File: config.mk
export PLATFORM = sky130hd
export DESIGN_NAME = rational_arithmetic_unit_top
export DESIGN_NICKNAME = d
export VERILOG_FILES = /design/src/design/rau_pkg.sv /design/src/design/rational_arithmetic_unit_top.sv /design/src/design/rau_unit.sv /design/src/design/rau_seq.sv
export SDC_FILE = /design/constraint.sdc
export NUM_CORES = 2
export LEC_CHECK = 0
export BUFFER_PORTS_ARGS = -buffer_cell sky130_fd_sc_hd__buf_2
export CAP_MARGIN = 25
export CORE_ASPECT_RATIO = 1.25
export CORE_UTILIZATION = 45
export CTS_BUF_LIST = sky130_fd_sc_hd__clkbuf_4 sky130_fd_sc_hd__clkbuf_8 sky130_fd_sc_hd__clkbuf_16
export CTS_CLUSTER_DIAMETER = 40
export DETAILED_ROUTE_END_ITERATION = 7
export PLACE_DENSITY = 0.7
export SYNTH_ARGS = -nofsm -noshare
export SYNTH_HDL_FRONTEND = slang
export SYNTH_SLANG_ARGS = --single-unit
export TNS_END_PERCENT = 10
File: constraint.sdc
create_clock -name clock -period 9.8 [get_ports clock]
set_input_delay 1.96 -clock clock [delete_from_list [all_inputs] [get_ports clock]]
set_output_delay 1.96 -clock clock [all_outputs]
set_load 0.02 [all_outputs]
File: src/design/rau_pkg.sv
// ----------------------------------------------------------------------------
// Rational arithmetic unit package
// Shared constants, operation codes and widths for the rational unit.
// ----------------------------------------------------------------------------
package rau_pkg;

   localparam int OperandWidthDefault = 16;
   localparam int NumOutBits          = 33;
   localparam int DenOutBits          = 31;

   localparam logic [2:0] MODE_ADD   = 3'd0;
   localparam logic [2:0] MODE_SUB   = 3'd1;
   localparam logic [2:0] MODE_MUL   = 3'd2;
   localparam logic [2:0] MODE_DIV   = 3'd3;
   localparam logic [2:0] MODE_SCALE = 3'd4;

   localparam logic STATUS_OK    = 1'b0;
   localparam logic STATUS_ERROR = 1'b1;

   // Operation codes for the shared datapath unit.
   localparam logic [1:0] OP_MUL = 2'd0;
   localparam logic [1:0] OP_MOD = 2'd1;
   localparam logic [1:0] OP_DIV = 2'd2;

   // Command to the shared unit.
   typedef struct packed {
      logic       go;
      logic [1:0] op;
   } unit_cmd_type;

endpackage

File: src/design/rational_arithmetic_unit_top.sv
// ----------------------------------------------------------------------------
// Rational arithmetic unit
// Adds, subtracts, multiplies, divides or scales signed fractions and
// returns the result reduced to lowest terms.
// ----------------------------------------------------------------------------
// A request is taken when start is high and busy is low. busy stays high while
// the request is worked on and drops in the cycle in which the result strobe
// rsp_valid is given; the strobe lasts one cycle and the receiver must take it
// as it comes. Every step runs through one shared unit that handles one bit
// per cycle, and the sequencer waits for each multiply, remainder or divide
// to finish before it issues the next. A request that is not in error uses
// two products (three for add and subtract) and, unless its result is zero,
// one remainder per Euclid step and two divides, so how long busy stays high
// depends on the operands. A request that gives an error holds busy for one
// cycle, and its strobe follows in the next.
module rational_arithmetic_unit_top
   import rau_pkg::*;
#(
   parameter int OPERAND_WIDTH = OperandWidthDefault
) (
   input  logic                            clock,
   input  logic                            reset,
   input  logic                            start,
   output logic                            busy,
   input  logic [2:0]                      req_mode,
   input  logic signed [OPERAND_WIDTH-1:0] req_a_num,
   input  logic signed [OPERAND_WIDTH-1:0] req_a_den,
   input  logic signed [OPERAND_WIDTH-1:0] req_b_num,
   input  logic signed [OPERAND_WIDTH-1:0] req_b_den,
   input  logic signed [OPERAND_WIDTH-1:0] req_scale_factor,
   output logic                            rsp_valid,
   output logic signed [NumOutBits-1:0]    rsp_result_num,
   output logic [DenOutBits-1:0]           rsp_result_den,
   output logic                            rsp_status
);

   rau_seq #(.OperandWidth(OPERAND_WIDTH)) u_seq (
      .clock            (clock),
      .reset            (reset),
      .start            (start),
      .busy             (busy),
      .req_mode         (req_mode),
      .req_a_num        (req_a_num),
      .req_a_den        (req_a_den),
      .req_b_num        (req_b_num),
      .req_b_den        (req_b_den),
      .req_scale_factor (req_scale_factor),
      .rsp_valid        (rsp_valid),
      .rsp_result_num   (rsp_result_num),
      .rsp_result_den   (rsp_result_den),
      .rsp_status       (rsp_status)
   );

   // A result is only given while a request is in progress.
   a_rsp_busy: assert property (@(posedge clock) disable iff (reset)
      rsp_valid |-> $past(busy))
      else $error("result without request");

   // The block is idle after giving a result.
   a_rsp_idle: assert property (@(posedge clock) disable iff (reset)
      rsp_valid |-> !busy)
      else $error("busy after result");

   // An error result is always zero over one.
   a_err_zero: assert property (@(posedge clock) disable iff (reset)
      (rsp_valid && rsp_status == STATUS_ERROR) |->
         (rsp_result_num == '0 && rsp_result_den == DenOutBits'(1)))
      else $error("error result not 0/1");

endmodule

File: src/design/rau_unit.sv
// ----------------------------------------------------------------------------
// Rational shared arithmetic unit
// Multi-cycle unsigned multiply (shift-add) and divide/modulo (restoring),
// one bit per cycle.
// ----------------------------------------------------------------------------
module rau_unit
   import rau_pkg::*;
#(
   parameter int W = 2 * OperandWidthDefault + 1
) (
   input  logic               clock,
   input  logic               reset,
   input  unit_cmd_type       cmd,
   input  logic [W-1:0]       op_a,
   input  logic [W-1:0]       op_b,
   output logic               done,
   output logic [W-1:0]       res
);

   localparam int CW = $clog2(W + 1);

   logic           busy_ff, busy_in;
   logic [1:0]     op_ff, op_in;
   logic [CW-1:0]  cnt_ff, cnt_in;
   logic [W-1:0]   acc_ff, acc_in;   // product or remainder
   logic [W-1:0]   sh_ff, sh_in;     // multiplier or dividend / quotient
   logic [W-1:0]   b_ff, b_in;
   logic           done_ff, done_in;
   logic [W:0]     trial;

   // One step of the selected operation per cycle.
   always_comb begin
      busy_in = busy_ff;
      op_in   = op_ff;
      cnt_in  = cnt_ff;
      acc_in  = acc_ff;
      sh_in   = sh_ff;
      b_in    = b_ff;
      done_in = 1'b0;
      trial   = '0;
      if (cmd.go) begin
         busy_in = 1'b1;
         op_in   = cmd.op;
         cnt_in  = CW'(W);
         acc_in  = '0;
         sh_in   = op_a;
         b_in    = op_b;
      end else if (busy_ff) begin
         if (op_ff == OP_MUL) begin
            // Least significant multiplier bit first; multiplicand shifts left.
            if (sh_ff[0]) begin
               acc_in = acc_ff + b_ff;
            end
            sh_in = sh_ff >> 1;
            b_in  = b_ff << 1;
         end else begin
            trial = {acc_ff, sh_ff[W-1]} - {1'b0, b_ff};
            if (!trial[W]) begin
               acc_in = trial[W-1:0];
               sh_in  = {sh_ff[W-2:0], 1'b1};
            end else begin
               acc_in = {acc_ff[W-2:0], sh_ff[W-1]};
               sh_in  = {sh_ff[W-2:0], 1'b0};
            end
         end
         cnt_in = cnt_ff - 1'b1;
         if (cnt_ff == CW'(1)) begin
            busy_in = 1'b0;
            done_in = 1'b1;
         end
      end
   end

   always_ff @(posedge clock) begin
      if (reset) begin
         busy_ff <= 1'b0;
         done_ff <= 1'b0;
      end else begin
         busy_ff <= busy_in;
         done_ff <= done_in;
      end
      op_ff  <= op_in;
      cnt_ff <= cnt_in;
      acc_ff <= acc_in;
      sh_ff  <= sh_in;
      b_ff   <= b_in;
   end

   assign done = done_ff;
   assign res  = (op_ff == OP_DIV) ? sh_ff : acc_ff;

endmodule

File: src/design/rau_seq.sv
// ----------------------------------------------------------------------------
// Rational unit sequencer
// Steps through cross products, Euclid's algorithm and the final reductions.
// ----------------------------------------------------------------------------
module rau_seq
   import rau_pkg::*;
#(
   parameter int OperandWidth = OperandWidthDefault
) (
   input  logic                           clock,
   input  logic                           reset,
   input  logic                           start,
   output logic                           busy,
   input  logic [2:0]                     req_mode,
   input  logic signed [OperandWidth-1:0] req_a_num,
   input  logic signed [OperandWidth-1:0] req_a_den,
   input  logic signed [OperandWidth-1:0] req_b_num,
   input  logic signed [OperandWidth-1:0] req_b_den,
   input  logic signed [OperandWidth-1:0] req_scale_factor,
   output logic                           rsp_valid,
   output logic signed [NumOutBits-1:0]   rsp_result_num,
   output logic [DenOutBits-1:0]          rsp_result_den,
   output logic                           rsp_status
);

   localparam int OW = OperandWidth;
   localparam int W  = 2 * OW + 1;

   localparam logic [3:0] S_IDLE = 4'd0;
   localparam logic [3:0] S_P1   = 4'd1;   // first numerator product
   localparam logic [3:0] S_P2   = 4'd2;   // denominator product
   localparam logic [3:0] S_P3   = 4'd3;   // second numerator product
   localparam logic [3:0] S_GCD  = 4'd4;   // Euclid remainder step
   localparam logic [3:0] S_DN   = 4'd5;   // numerator / gcd
   localparam logic [3:0] S_DD   = 4'd6;   // Euclid remainder or denominator / gcd
   localparam logic [3:0] S_OUT  = 4'd7;
   localparam logic [3:0] S_WAIT = 4'd8;

   logic [3:0]    state_ff, state_in;
   logic [3:0]    ret_ff, ret_in;      // state to go to after unit finishes
   logic [2:0]    mode_ff, mode_in;
   logic [OW-1:0] an_ff, an_in, ad_ff, ad_in, bn_ff, bn_in, bd_ff, bd_in, sf_ff, sf_in;
   logic          ann_ff, ann_in, adn_ff, adn_in, bnn_ff, bnn_in, bdn_ff, bdn_in;
   logic          sfn_ff, sfn_in;
   logic [W-1:0]  p_ff, p_in, n_ff, n_in, d_ff, d_in, ga_ff, ga_in, gb_ff, gb_in;
   logic          pn_ff, pn_in, nn_ff, nn_in, dn_ff, dn_in;
   logic [W-1:0]  qn_ff, qn_in;
   logic          out_v_ff, out_v_in, st_ff, st_in;
   logic [W-1:0]  onum_ff, onum_in, oden_ff, oden_in;

   unit_cmd_type  cmd;
   logic [W-1:0]  ua, ub, ures;
   logic          udone;
   logic [W-1:0]  sum_mag;
   logic          sum_neg;
   logic          q_neg;
   logic          err;

   rau_unit #(.W(W)) u_unit (
      .clock (clock), .reset (reset), .cmd (cmd),
      .op_a (ua), .op_b (ub), .done (udone), .res (ures)
   );

   // Magnitude of a signed operand.
   function automatic logic [OW-1:0] mag_of(input logic [OW-1:0] v);
      mag_of = v[OW-1] ? (~v + 1'b1) : v;
   endfunction

   // Input error screening.
   assign err = (req_mode > MODE_SCALE) || (req_a_den == '0) ||
                ((req_mode < MODE_SCALE) && (req_b_den == '0)) ||
                ((req_mode == MODE_DIV) && (req_b_num == '0));

   // Signed magnitude sum of first product with second product.
   always_comb begin
      q_neg = (mode_ff == MODE_SUB) ? ~(bnn_ff ^ adn_ff) : (bnn_ff ^ adn_ff);
      if (pn_ff == q_neg) begin
         sum_mag = p_ff + ures;
         sum_neg = pn_ff;
      end else if (p_ff >= ures) begin
         sum_mag = p_ff - ures;
         sum_neg = pn_ff;
      end else begin
         sum_mag = ures - p_ff;
         sum_neg = q_neg;
      end
   end

   // Main sequencer.
   always_comb begin
      state_in = state_ff;
      ret_in   = ret_ff;
      mode_in  = mode_ff;
      an_in = an_ff; ad_in = ad_ff; bn_in = bn_ff; bd_in = bd_ff; sf_in = sf_ff;
      ann_in = ann_ff; adn_in = adn_ff; bnn_in = bnn_ff; bdn_in = bdn_ff; sfn_in = sfn_ff;
      p_in = p_ff; n_in = n_ff; d_in = d_ff; ga_in = ga_ff; gb_in = gb_ff;
      pn_in = pn_ff; nn_in = nn_ff; dn_in = dn_ff; qn_in = qn_ff;
      out_v_in = 1'b0;
      st_in    = st_ff;
      onum_in  = onum_ff;
      oden_in  = oden_ff;
      cmd      = '0;
      ua       = '0;
      ub       = '0;
      unique case (state_ff)
         S_IDLE: begin
            if (start) begin
               mode_in = req_mode;
               an_in = mag_of(req_a_num);  ann_in = req_a_num[OW-1];
               ad_in = mag_of(req_a_den);  adn_in = req_a_den[OW-1];
               bn_in = mag_of(req_b_num);  bnn_in = req_b_num[OW-1];
               bd_in = mag_of(req_b_den);  bdn_in = req_b_den[OW-1];
               sf_in = mag_of(req_scale_factor); sfn_in = req_scale_factor[OW-1];
               if (err) begin
                  st_in    = STATUS_ERROR;
                  onum_in  = '0;
                  oden_in  = W'(1);
                  state_in = S_OUT;
               end else begin
                  st_in    = STATUS_OK;
                  state_in = S_P1;
               end
            end
         end
         S_P1: begin
            // Start first product: an*bd, an*bn, or sf*an.
            cmd.go = 1'b1;
            cmd.op = OP_MUL;
            ua = W'(an_ff);
            case (mode_ff)
               MODE_MUL:   ub = W'(bn_ff);
               MODE_SCALE: ub = W'(sf_ff);
               default:    ub = W'(bd_ff);
            endcase
            state_in = S_WAIT;
            ret_in   = S_P2;
         end
         S_P2: begin
            // First product in hand; start the next one.
            p_in  = ures;
            case (mode_ff)
               MODE_MUL:   pn_in = ann_ff ^ bnn_ff;
               MODE_SCALE: pn_in = ann_ff ^ sfn_ff;
               default:    pn_in = ann_ff ^ bdn_ff;
            endcase
            cmd.go = 1'b1;
            cmd.op = OP_MUL;
            ua = W'(ad_ff);
            case (mode_ff)
               MODE_DIV:   ub = W'(bn_ff);
               MODE_SCALE: ub = W'(1);
               default:    ub = W'(bd_ff);
            endcase
            state_in = S_WAIT;
            ret_in   = ((mode_ff == MODE_ADD) || (mode_ff == MODE_SUB)) ? S_P3 : S_GCD;
            qn_in    = '0;
         end
         S_P3: begin
            // Denominator ad*bd in hand; start bn*ad for the sum.
            qn_in  = ures;
            cmd.go = 1'b1;
            cmd.op = OP_MUL;
            ua = W'(bn_ff);
            ub = W'(ad_ff);
            state_in = S_WAIT;
            ret_in   = S_GCD;
         end
         S_GCD: begin
            if (ga_ff == '0 && gb_ff == '0 && n_ff == '0 && d_ff == '0) begin
               // First visit: capture numerator and denominator.
               if ((mode_ff == MODE_ADD) || (mode_ff == MODE_SUB)) begin
                  n_in  = sum_mag;
                  nn_in = (sum_mag == '0) ? 1'b0 : sum_neg;
                  d_in  = qn_ff;
                  dn_in = adn_ff ^ bdn_ff;
               end else begin
                  n_in  = p_ff;
                  nn_in = pn_ff;
                  d_in  = ures;
                  case (mode_ff)
                     MODE_DIV:   dn_in = adn_ff ^ bnn_ff;
                     MODE_SCALE: dn_in = adn_ff;
                     default:    dn_in = adn_ff ^ bdn_ff;
                  endcase
                  if ((mode_ff == MODE_MUL || mode_ff == MODE_DIV) && p_ff == '0) begin
                     nn_in = 1'b0;
                  end
               end
               if (((mode_ff == MODE_ADD) || (mode_ff == MODE_SUB)) ? (sum_mag == '0)
                                                                   : (p_ff == '0)) begin
                  onum_in  = '0;
                  oden_in  = W'(1);
                  state_in = S_OUT;
               end else begin
                  ga_in = ((mode_ff == MODE_ADD) || (mode_ff == MODE_SUB)) ? sum_mag : p_ff;
                  gb_in = ((mode_ff == MODE_ADD) || (mode_ff == MODE_SUB)) ? qn_ff : ures;
               end
            end else if (gb_ff == '0) begin
               // gcd is ga; divide numerator.
               cmd.go = 1'b1;
               cmd.op = OP_DIV;
               ua = n_ff;
               ub = ga_ff;
               state_in = S_WAIT;
               ret_in   = S_DN;
            end else begin
               cmd.go = 1'b1;
               cmd.op = OP_MOD;
               ua = ga_ff;
               ub = gb_ff;
               ga_in    = gb_ff;
               state_in = S_WAIT;
               ret_in   = S_DD;
               qn_in    = '1;   // marks remainder pending
            end
         end
         S_DD: begin
            if (qn_ff == '1) begin
               // Remainder returned: continue Euclid.
               gb_in    = ures;
               qn_in    = '0;
               state_in = S_GCD;
            end else begin
               // Reduced denominator returned.
               oden_in  = ures;
               state_in = S_OUT;
            end
         end
         S_DN: begin
            onum_in = (nn_ff != dn_ff) ? (~ures + 1'b1) : ures;
            cmd.go  = 1'b1;
            cmd.op  = OP_DIV;
            ua = d_ff;
            ub = ga_ff;
            qn_in    = '0;
            state_in = S_WAIT;
            ret_in   = S_DD;
         end
         S_WAIT: begin
            if (udone) begin
               state_in = ret_ff;
            end
         end
         S_OUT: begin
            out_v_in = 1'b1;
            ga_in = '0; gb_in = '0; n_in = '0; d_in = '0;
            state_in = S_IDLE;
         end
         default: begin
            state_in = S_IDLE;
         end
      endcase
   end

   always_ff @(posedge clock) begin
      if (reset) begin
         state_ff <= S_IDLE;
         out_v_ff <= 1'b0;
         ga_ff <= '0; gb_ff <= '0; n_ff <= '0; d_ff <= '0;
      end else begin
         state_ff <= state_in;
         out_v_ff <= out_v_in;
         ga_ff <= ga_in; gb_ff <= gb_in; n_ff <= n_in; d_ff <= d_in;
      end
      ret_ff <= ret_in;  mode_ff <= mode_in;
      an_ff <= an_in; ad_ff <= ad_in; bn_ff <= bn_in; bd_ff <= bd_in; sf_ff <= sf_in;
      ann_ff <= ann_in; adn_ff <= adn_in; bnn_ff <= bnn_in; bdn_ff <= bdn_in;
      sfn_ff <= sfn_in;
      p_ff <= p_in; pn_ff <= pn_in; nn_ff <= nn_in; dn_ff <= dn_in; qn_ff <= qn_in;
      st_ff <= st_in; onum_ff <= onum_in; oden_ff <= oden_in;
   end

   assign busy           = (state_ff != S_IDLE);
   assign rsp_valid      = out_v_ff;
   assign rsp_result_num = NumOutBits'($signed(onum_ff));
   assign rsp_result_den = DenOutBits'(oden_ff);
   assign rsp_status     = st_ff;

endmodule
**Word level (Yosys, flattened, before mapping)**

Index checks and enable logic that the tools add are counted.

- Shift-type cells: 0
- Bitwise operators: 13
- Muxes and demuxes: 85
- $lt $le $gt $ge: 3
- Multiply operators: 0
- Divide/modulo/power cells: 0
- Equality and inequality tests: 31
- Reductions and logical operators: 48
- Add/sub/neg operators: 12

Operator list:

| kind | number |
|---|---|
| 33-bit 2-to-1 mux | 33 |
| 33-bit one-hot mux with 5 select lines | 2 |
| 33-bit zero test | 6 |
| 33-bit one-hot mux with 2 select lines | 3 |
| 33-bit one-hot mux with 3 select lines | 2 |
| 31-bit 2-to-1 mux | 5 |
| 33-bit one-hot mux with 4 select lines | 1 |
| 31-bit one-hot mux with 3 select lines | 1 |
| 16-bit by 1-bit adder with 16-bit output (second input constant) | 5 |
| 16-bit inverter | 5 |
| 15-bit 2-to-1 mux | 5 |
| 33-bit adder | 2 |
| 33-bit subtractor | 2 |
| 16-bit one-hot mux with 2 select lines | 2 |
| 16-bit zero test | 3 |
| 4-bit one-hot mux with 5 select lines | 2 |
| 34-bit by 33-bit subtractor with 34-bit output | 1 |
| 33-bit by 1-bit adder with 33-bit output (second input constant) | 1 |
| 33-bit equality test (second input constant) | 1 |
| 33-bit >= comparator | 1 |
| 33-bit inverter | 1 |
| 4-bit 2-to-1 mux | 5 |
| 4-bit by 3-bit equality test with 1-bit output (second input constant) | 4 |
| 1-bit 2-to-1 mux | 15 |
| 39 further kinds | 84 |

- Bits in read-only memories: 0
- Word-level logic and storage cells: 230
- Register bits: 472
- Memories: 0
- Latch bits: 0
- Bits in writable memories: 0

**Depth between registers and ports, before layout**

- Depth after elaboration: 10
- Depth in mapped cells: 27
- Gate-level depth less buffers: 21

**Hierarchy**

From an unflattened synthesis, not the netlist that was laid out.

- Cells, all modules: 3753
- Area, all modules: 33141.8 µm²

By module, submodules not included:

| module | area each (µm²) | cells an instance | times used | seq. area each (µm²) |
|---|---|---|---|---|
| rau_seq | 24192.0 | 2724 | 1 | 9499.1 |
| rau_unit | 8949.8 | 1029 | 1 | 2862.7 |

**Least setup slack after synthesis**

No wires, ideal clock.

- Path kind: reg2reg
- From: register u_seq.u_unit.op_ff[0]
- To: register u_seq.onum_ff[0] (netlist: u_seq.rsp_result_num[0]) (enable)
- Required time: 9.408 ns
- Path buffers: 7
- Setup slack: 2.654 ns
- Library setup time: 0.392 ns
- Arrival: 6.754 ns
- Stages on the path, launching flop included: 24
- Cells stage by stage: edfxtp_1 -> nor2b_2 -> buf_6 -> buf_4 -> buf_1 -> buf_1 -> mux2i_1 -> ha_1 -> nand2_1 -> nor2_1 -> and3_1 -> o31ai_1 -> and2_1 -> buf_2 -> a211oi_1 -> a311o_1 -> xor2_1 -> or3b_1 -> or4_1 -> or4b_1 -> o211ai_2 -> buf_6 -> buf_8 -> o21a_1

- Longest elaborated chain between the ends: 9

Ends and longest elaborated chain:

| what | line | text |
|---|---|---|
| from (decl) | rau_unit.sv:23 | `logic [1:0] op_ff, op_in;` |
| from (signal assigned) | rau_unit.sv:82 | `op_ff <= op_in;` |
| 2-bit equality test * | rau_unit.sv:90 | `assign res = (op_ff == OP_DIV) ? sh_ff : acc_ff;` |
| 33-bit 2-to-1 mux * | rau_unit.sv:90 |  |
| 33-bit subtractor (tied with other cells) | rau_seq.sv:84 | `sum_mag = ures - p_ff;` |
| 33-bit 2-to-1 mux | rau_seq.sv:80 | `end else if (p_ff >= ures) begin` |
| 33-bit 2-to-1 mux * | rau_seq.sv:77 | `if (pn_ff == q_neg) begin` |
| 33-bit zero test * | rau_seq.sv:189 | `if (((mode_ff == MODE_ADD) \|\| (mode_ff == MODE_SUB)) ? (sum_mag == '0)` |
| 1-bit 2-to-1 mux * | rau_seq.sv:189 |  |
| 2-bit by 1-bit inequality test with 1-bit output (no line) * | n/a |  |
| 5-bit AND reduction (no line) * | n/a |  |
| to (signal assigned) | rau_seq.sv:270 | `st_ff <= st_in; onum_ff <= onum_in; oden_ff <= oden_in;` |
| to (decl) | rau_seq.sv:49 | `logic [W-1:0] onum_ff, onum_in, oden_ff, oden_in;` |

Every way passes the cells marked *; elsewhere a longest branch is shown, timed or not.
A chain may end at the register's enable or synchronous reset.

**Final worst setup path**

- From: register u_seq.u_unit.op_ff[0]
- To: register u_seq.oden_ff[6] (enable)

- Longest elaborated chain between the ends: 9

Ends and longest elaborated chain:

| what | line | text |
|---|---|---|
| 2-bit equality test * | rau_unit.sv:90 |  |
| 33-bit 2-to-1 mux * | rau_unit.sv:90 |  |
| net u_seq.u_unit.res[18] | rau_unit.sv:17 | `output logic [W-1:0] res` |
| 33-bit subtractor (tied with other cells) | rau_seq.sv:84 |  |
| 33-bit 2-to-1 mux | rau_seq.sv:80 |  |
| 33-bit 2-to-1 mux * | rau_seq.sv:77 |  |
| 33-bit zero test * | rau_seq.sv:189 |  |
| 1-bit 2-to-1 mux * | rau_seq.sv:189 |  |
| 2-bit by 1-bit inequality test with 1-bit output (no line) * | n/a |  |
| 6-bit AND reduction (no line) * | n/a |  |
| to (signal assigned) | rau_seq.sv:270 |  |
| to (decl) | rau_seq.sv:49 |  |

Mark *: on every way through the listed nets, which the timed path passes. The rest lies on a longest branch.

==> flow_summary_export.csv <==
group,metric,value,unit
sta,fin_tns_setup,0,ns
cts,cts_root_buf,"clkbuf_16",
die,start_util,45.8,%
cts,cts_sinks,471,
die,die_w,245,microns
logic_synthesis,synth_top_area_share,26.5,%
logic_synthesis,syn_nets,4098,
cts,post_cts_buffers,0,
drt,totalWireLength,136,mm
cts,cts_buffers,77,
logic_synthesis,synth_edf_count,293,
drt,dr.pass1.iters,8,
logic_synthesis,ys_seq_area_share,37.3,%
cts,htreeDepth,3,
placement,gp_congestion,1.02,
global_routing,first_global_vias,30300,
global_routing,grt_pass1_wl,198,mm
die,rows,110,
cts,clkLatencyLatePin,0.66,ns
die,die-height,305,microns
drt,wl_met3,13.5,mm
logic_synthesis,synthArstFlopShare,0,%
cts,cts_buffer_depth,3,
run_status,status,"finished, violations left",
sta,max_freq,118,MHz
sta,worst_pin_slew,1.21,ns
placement,dp_hpwl,101,mm
sta,min_period,8.48,ns
logic_synthesis,synthTopCellsByArea,"edfxtp_1 27%, dfxtp_1 11%, ha_1 6.4%, a21oi_1 4.7%, nor2_1 4.2%",
setup_path,crit_type,"flop to flop",
logic_synthesis,synth_cell_types,98,
min_path,hold_depth,2,
logic_synthesis,synthCells,3838,
setup_path,cp_max_fo,31,
logic_synthesis,ys_ff_latch,471,
drt,drc,10,
cts,cts_tree,"yes",
layout,layout_commonest_cell,"nor2_1",
global_routing,grtUsageTotal,35.5,%
die,core_region_area,72400,sq um
global_routing,antenna_found_initial,2,
layout,fin_nets,4179,
placement,placed_cells,4785,
die,fp.dieArea,74800,sq um
logic_synthesis,postSynthAreaPerCell,8.64,sq um
sta,setup_viol,0,
layout,area_delta_synth_final,13.8,%
setup_path,critPathCaptureType,"flop",
layout,nFillCells,6793,
setup_path,startpoint_type,"flop",
global_routing,overflow,0,
min_path,hp-class,"flop to flop",
placement,port_buffers,152,
layout,drive_gt1_share,12.2,%
drt,wl_met1,49.5,mm
layout,final_cell_mix,"370 x nor2_1, 324 x nand2_1, 308 x a21oi_1",
setup_path,cp_data_required_time,10.08,ns
sta,slew_headroom,18.5,%
logic_synthesis,syn_area,33200,sq um
layout,stdcell_count,4939,
drt,met2_length,60.8,mm
sta,hold_viol_final,0,
flow_run,max_cap_violations,0,
logic_synthesis,ys.flop_type,"edfxtp_1",
logic_synthesis,ys_warn_count,0,
layout,multi_input_area,19200,sq um
layout,ff_latch_area,12400,sq um
cts,cts_resized,0,
sta,drv_slew,0,
sta,fin_crit_sh,86.5,%
logic_synthesis,yosysTopAreaCell,"edfxtp_1",
global_routing,grt_max_degree,100,
drt,vias,32600,
drt,detail-route-antenna-nets,0,
setup_path,r2r_cells,19,
sta,rsz0062_at_grt,"no",
drt,routed_via_density,6.60,
drt,top_layer_used,"met4",
setup_path,arrival,8.76,ns
run_status,violations,"DRC",
drt,drt_iter0_markers,4347,
setup_path,r2r_slack,1.32,ns
die,io_pins,153,
sta,fin_skew,0.0338,ns
cts,cts_hold_buf,0,
drt,avgRoutedWirePerCell,27.6,microns
cts,clk_pin_slew,0.06,ns
==> layout make-up <==
class / instances / share of cell area (%)
inverter: 195 / 1.94
timing repair buffer: 245 / 4.06
clock buffer: 83 / 5.35
multi-input combinational: 2929 / 50.9
clock inverter: 61 / 1.79
antenna: 3 / 0.0199
tap: 952 / 3.16
sequential: 471 / 32.8
==> cell families after synthesis <==
| family | Yosys count | synth area share, % |
|---|---|---|
| AND/OR/NAND/NOR | 1258 | 18.3 |
| XOR/XNOR | 183 | 4.83 |
| flip-flops | 471 | 37.3 |
| AO/OA/AOI/OAI | 1161 | 22.9 |
| multiplexers | 153 | 4.72 |
| buffers and inverters | 438 | 5.25 |
| adder cells (fa/ha/maj) | 174 | 6.68 |
==> metal layers <==
metal / GRT usage [%] / vias to the layer above
met3: 6.58 / 553
met1: 43.1 / 15400
met4: 28.2 / 0
li1: - / 14500
met2: 55.0 / 2125
met5: 0 / -
==> critical path, cell delays in order, from the launching register on <==
cell	delay, ns
edfxtp_1	0.52
nor2b_4	0.66
mux2i_1	0.60
inv_1	0.19
ha_1	0.62
nand2_1	0.20
nor4_1	0.61
and3_1	0.37
o21a_1	0.71
nor2_1	0.34
buf_4	0.29
a2111o_1	0.38
o211ai_1	0.12
nand4b_1	0.18
or4_1	0.59
or4b_1	0.58
o211ai_2	0.11
buf_4	0.38
and2_1	0.21
buf_4	0.39
==> flip-flops by register name, summed over array words and instances, names as in the netlist, 4 cells and up <==
name	flops
u_seq.ad_ff	16
u_seq.an_ff	16
u_seq.bd_ff	16
u_seq.bn_ff	16
u_seq.d_ff	33
u_seq.ga_ff	33
u_seq.gb_ff	33
u_seq.n_ff	33
u_seq.oden_ff	31
u_seq.p_ff	33
u_seq.qn_ff	33
u_seq.rsp_result_num	33
u_seq.sf_ff	16
u_seq.state_ff	4
u_seq.u_unit.acc_ff	33
u_seq.u_unit.b_ff	33
u_seq.u_unit.cnt_ff	6
u_seq.u_unit.sh_ff	33
==> through the flow <==
step | util, % | cell area [sq um] | hold slack [ns] | setup WS, ns
floorplan | - | 33200 | 0.452 | 2.65
global route | 52.1 | 37700 | 0.531 | 0.990
global placement | 48.2 | 34900 | 0.475 | 1.79
detailed placement | 48.3 | 34900 | 0.481 | 1.55
finish | 52.1 | 37700 | 0.495 | 1.32
CTS | 52.0 | 37600 | 0.501 | 1.50
==> worst paths after layout <==
path,end,start
setup / recovery,u_seq.oden_ff[6]$_SDFFCE_PN0P_,u_seq.u_unit.op_ff[0]$_DFFE_PP_
hold / removal,u_seq.u_unit.cnt_ff[1]$_SDFFE_PP0P_,u_seq.u_unit.cnt_ff[1]$_SDFFE_PP0P_
setup reg to reg,u_seq.oden_ff[6]$_SDFFCE_PN0P_,u_seq.u_unit.op_ff[0]$_DFFE_PP_
hold reg to reg,u_seq.u_unit.cnt_ff[1]$_SDFFE_PP0P_,u_seq.u_unit.cnt_ff[1]$_SDFFE_PP0P_
==> cell usage after synthesis, types with 36 or more instances <==
cell type  instances
a21o_1            45
a21oi_1          310
a22oi_1           73
a31oi_1           65
clkbuf_1         183
dfxtp_1          178
edfxtp_1         293
ha_1             169
inv_1            195
mux2i_1          127
nand2_1          325
nand3_1          138
nand4_1           41
nor2_1           373
nor3_1            56
nor3b_1           39
nor4_1            64
o21ai_0          232
o221ai_1          46
o22ai_1           39
o31ai_1           42
or3_1             62
xnor2_1          147
xor2_1            36
Power is not shown: default switching activity piles up to over one toggle a cycle in this logic, so the estimate is an artifact.
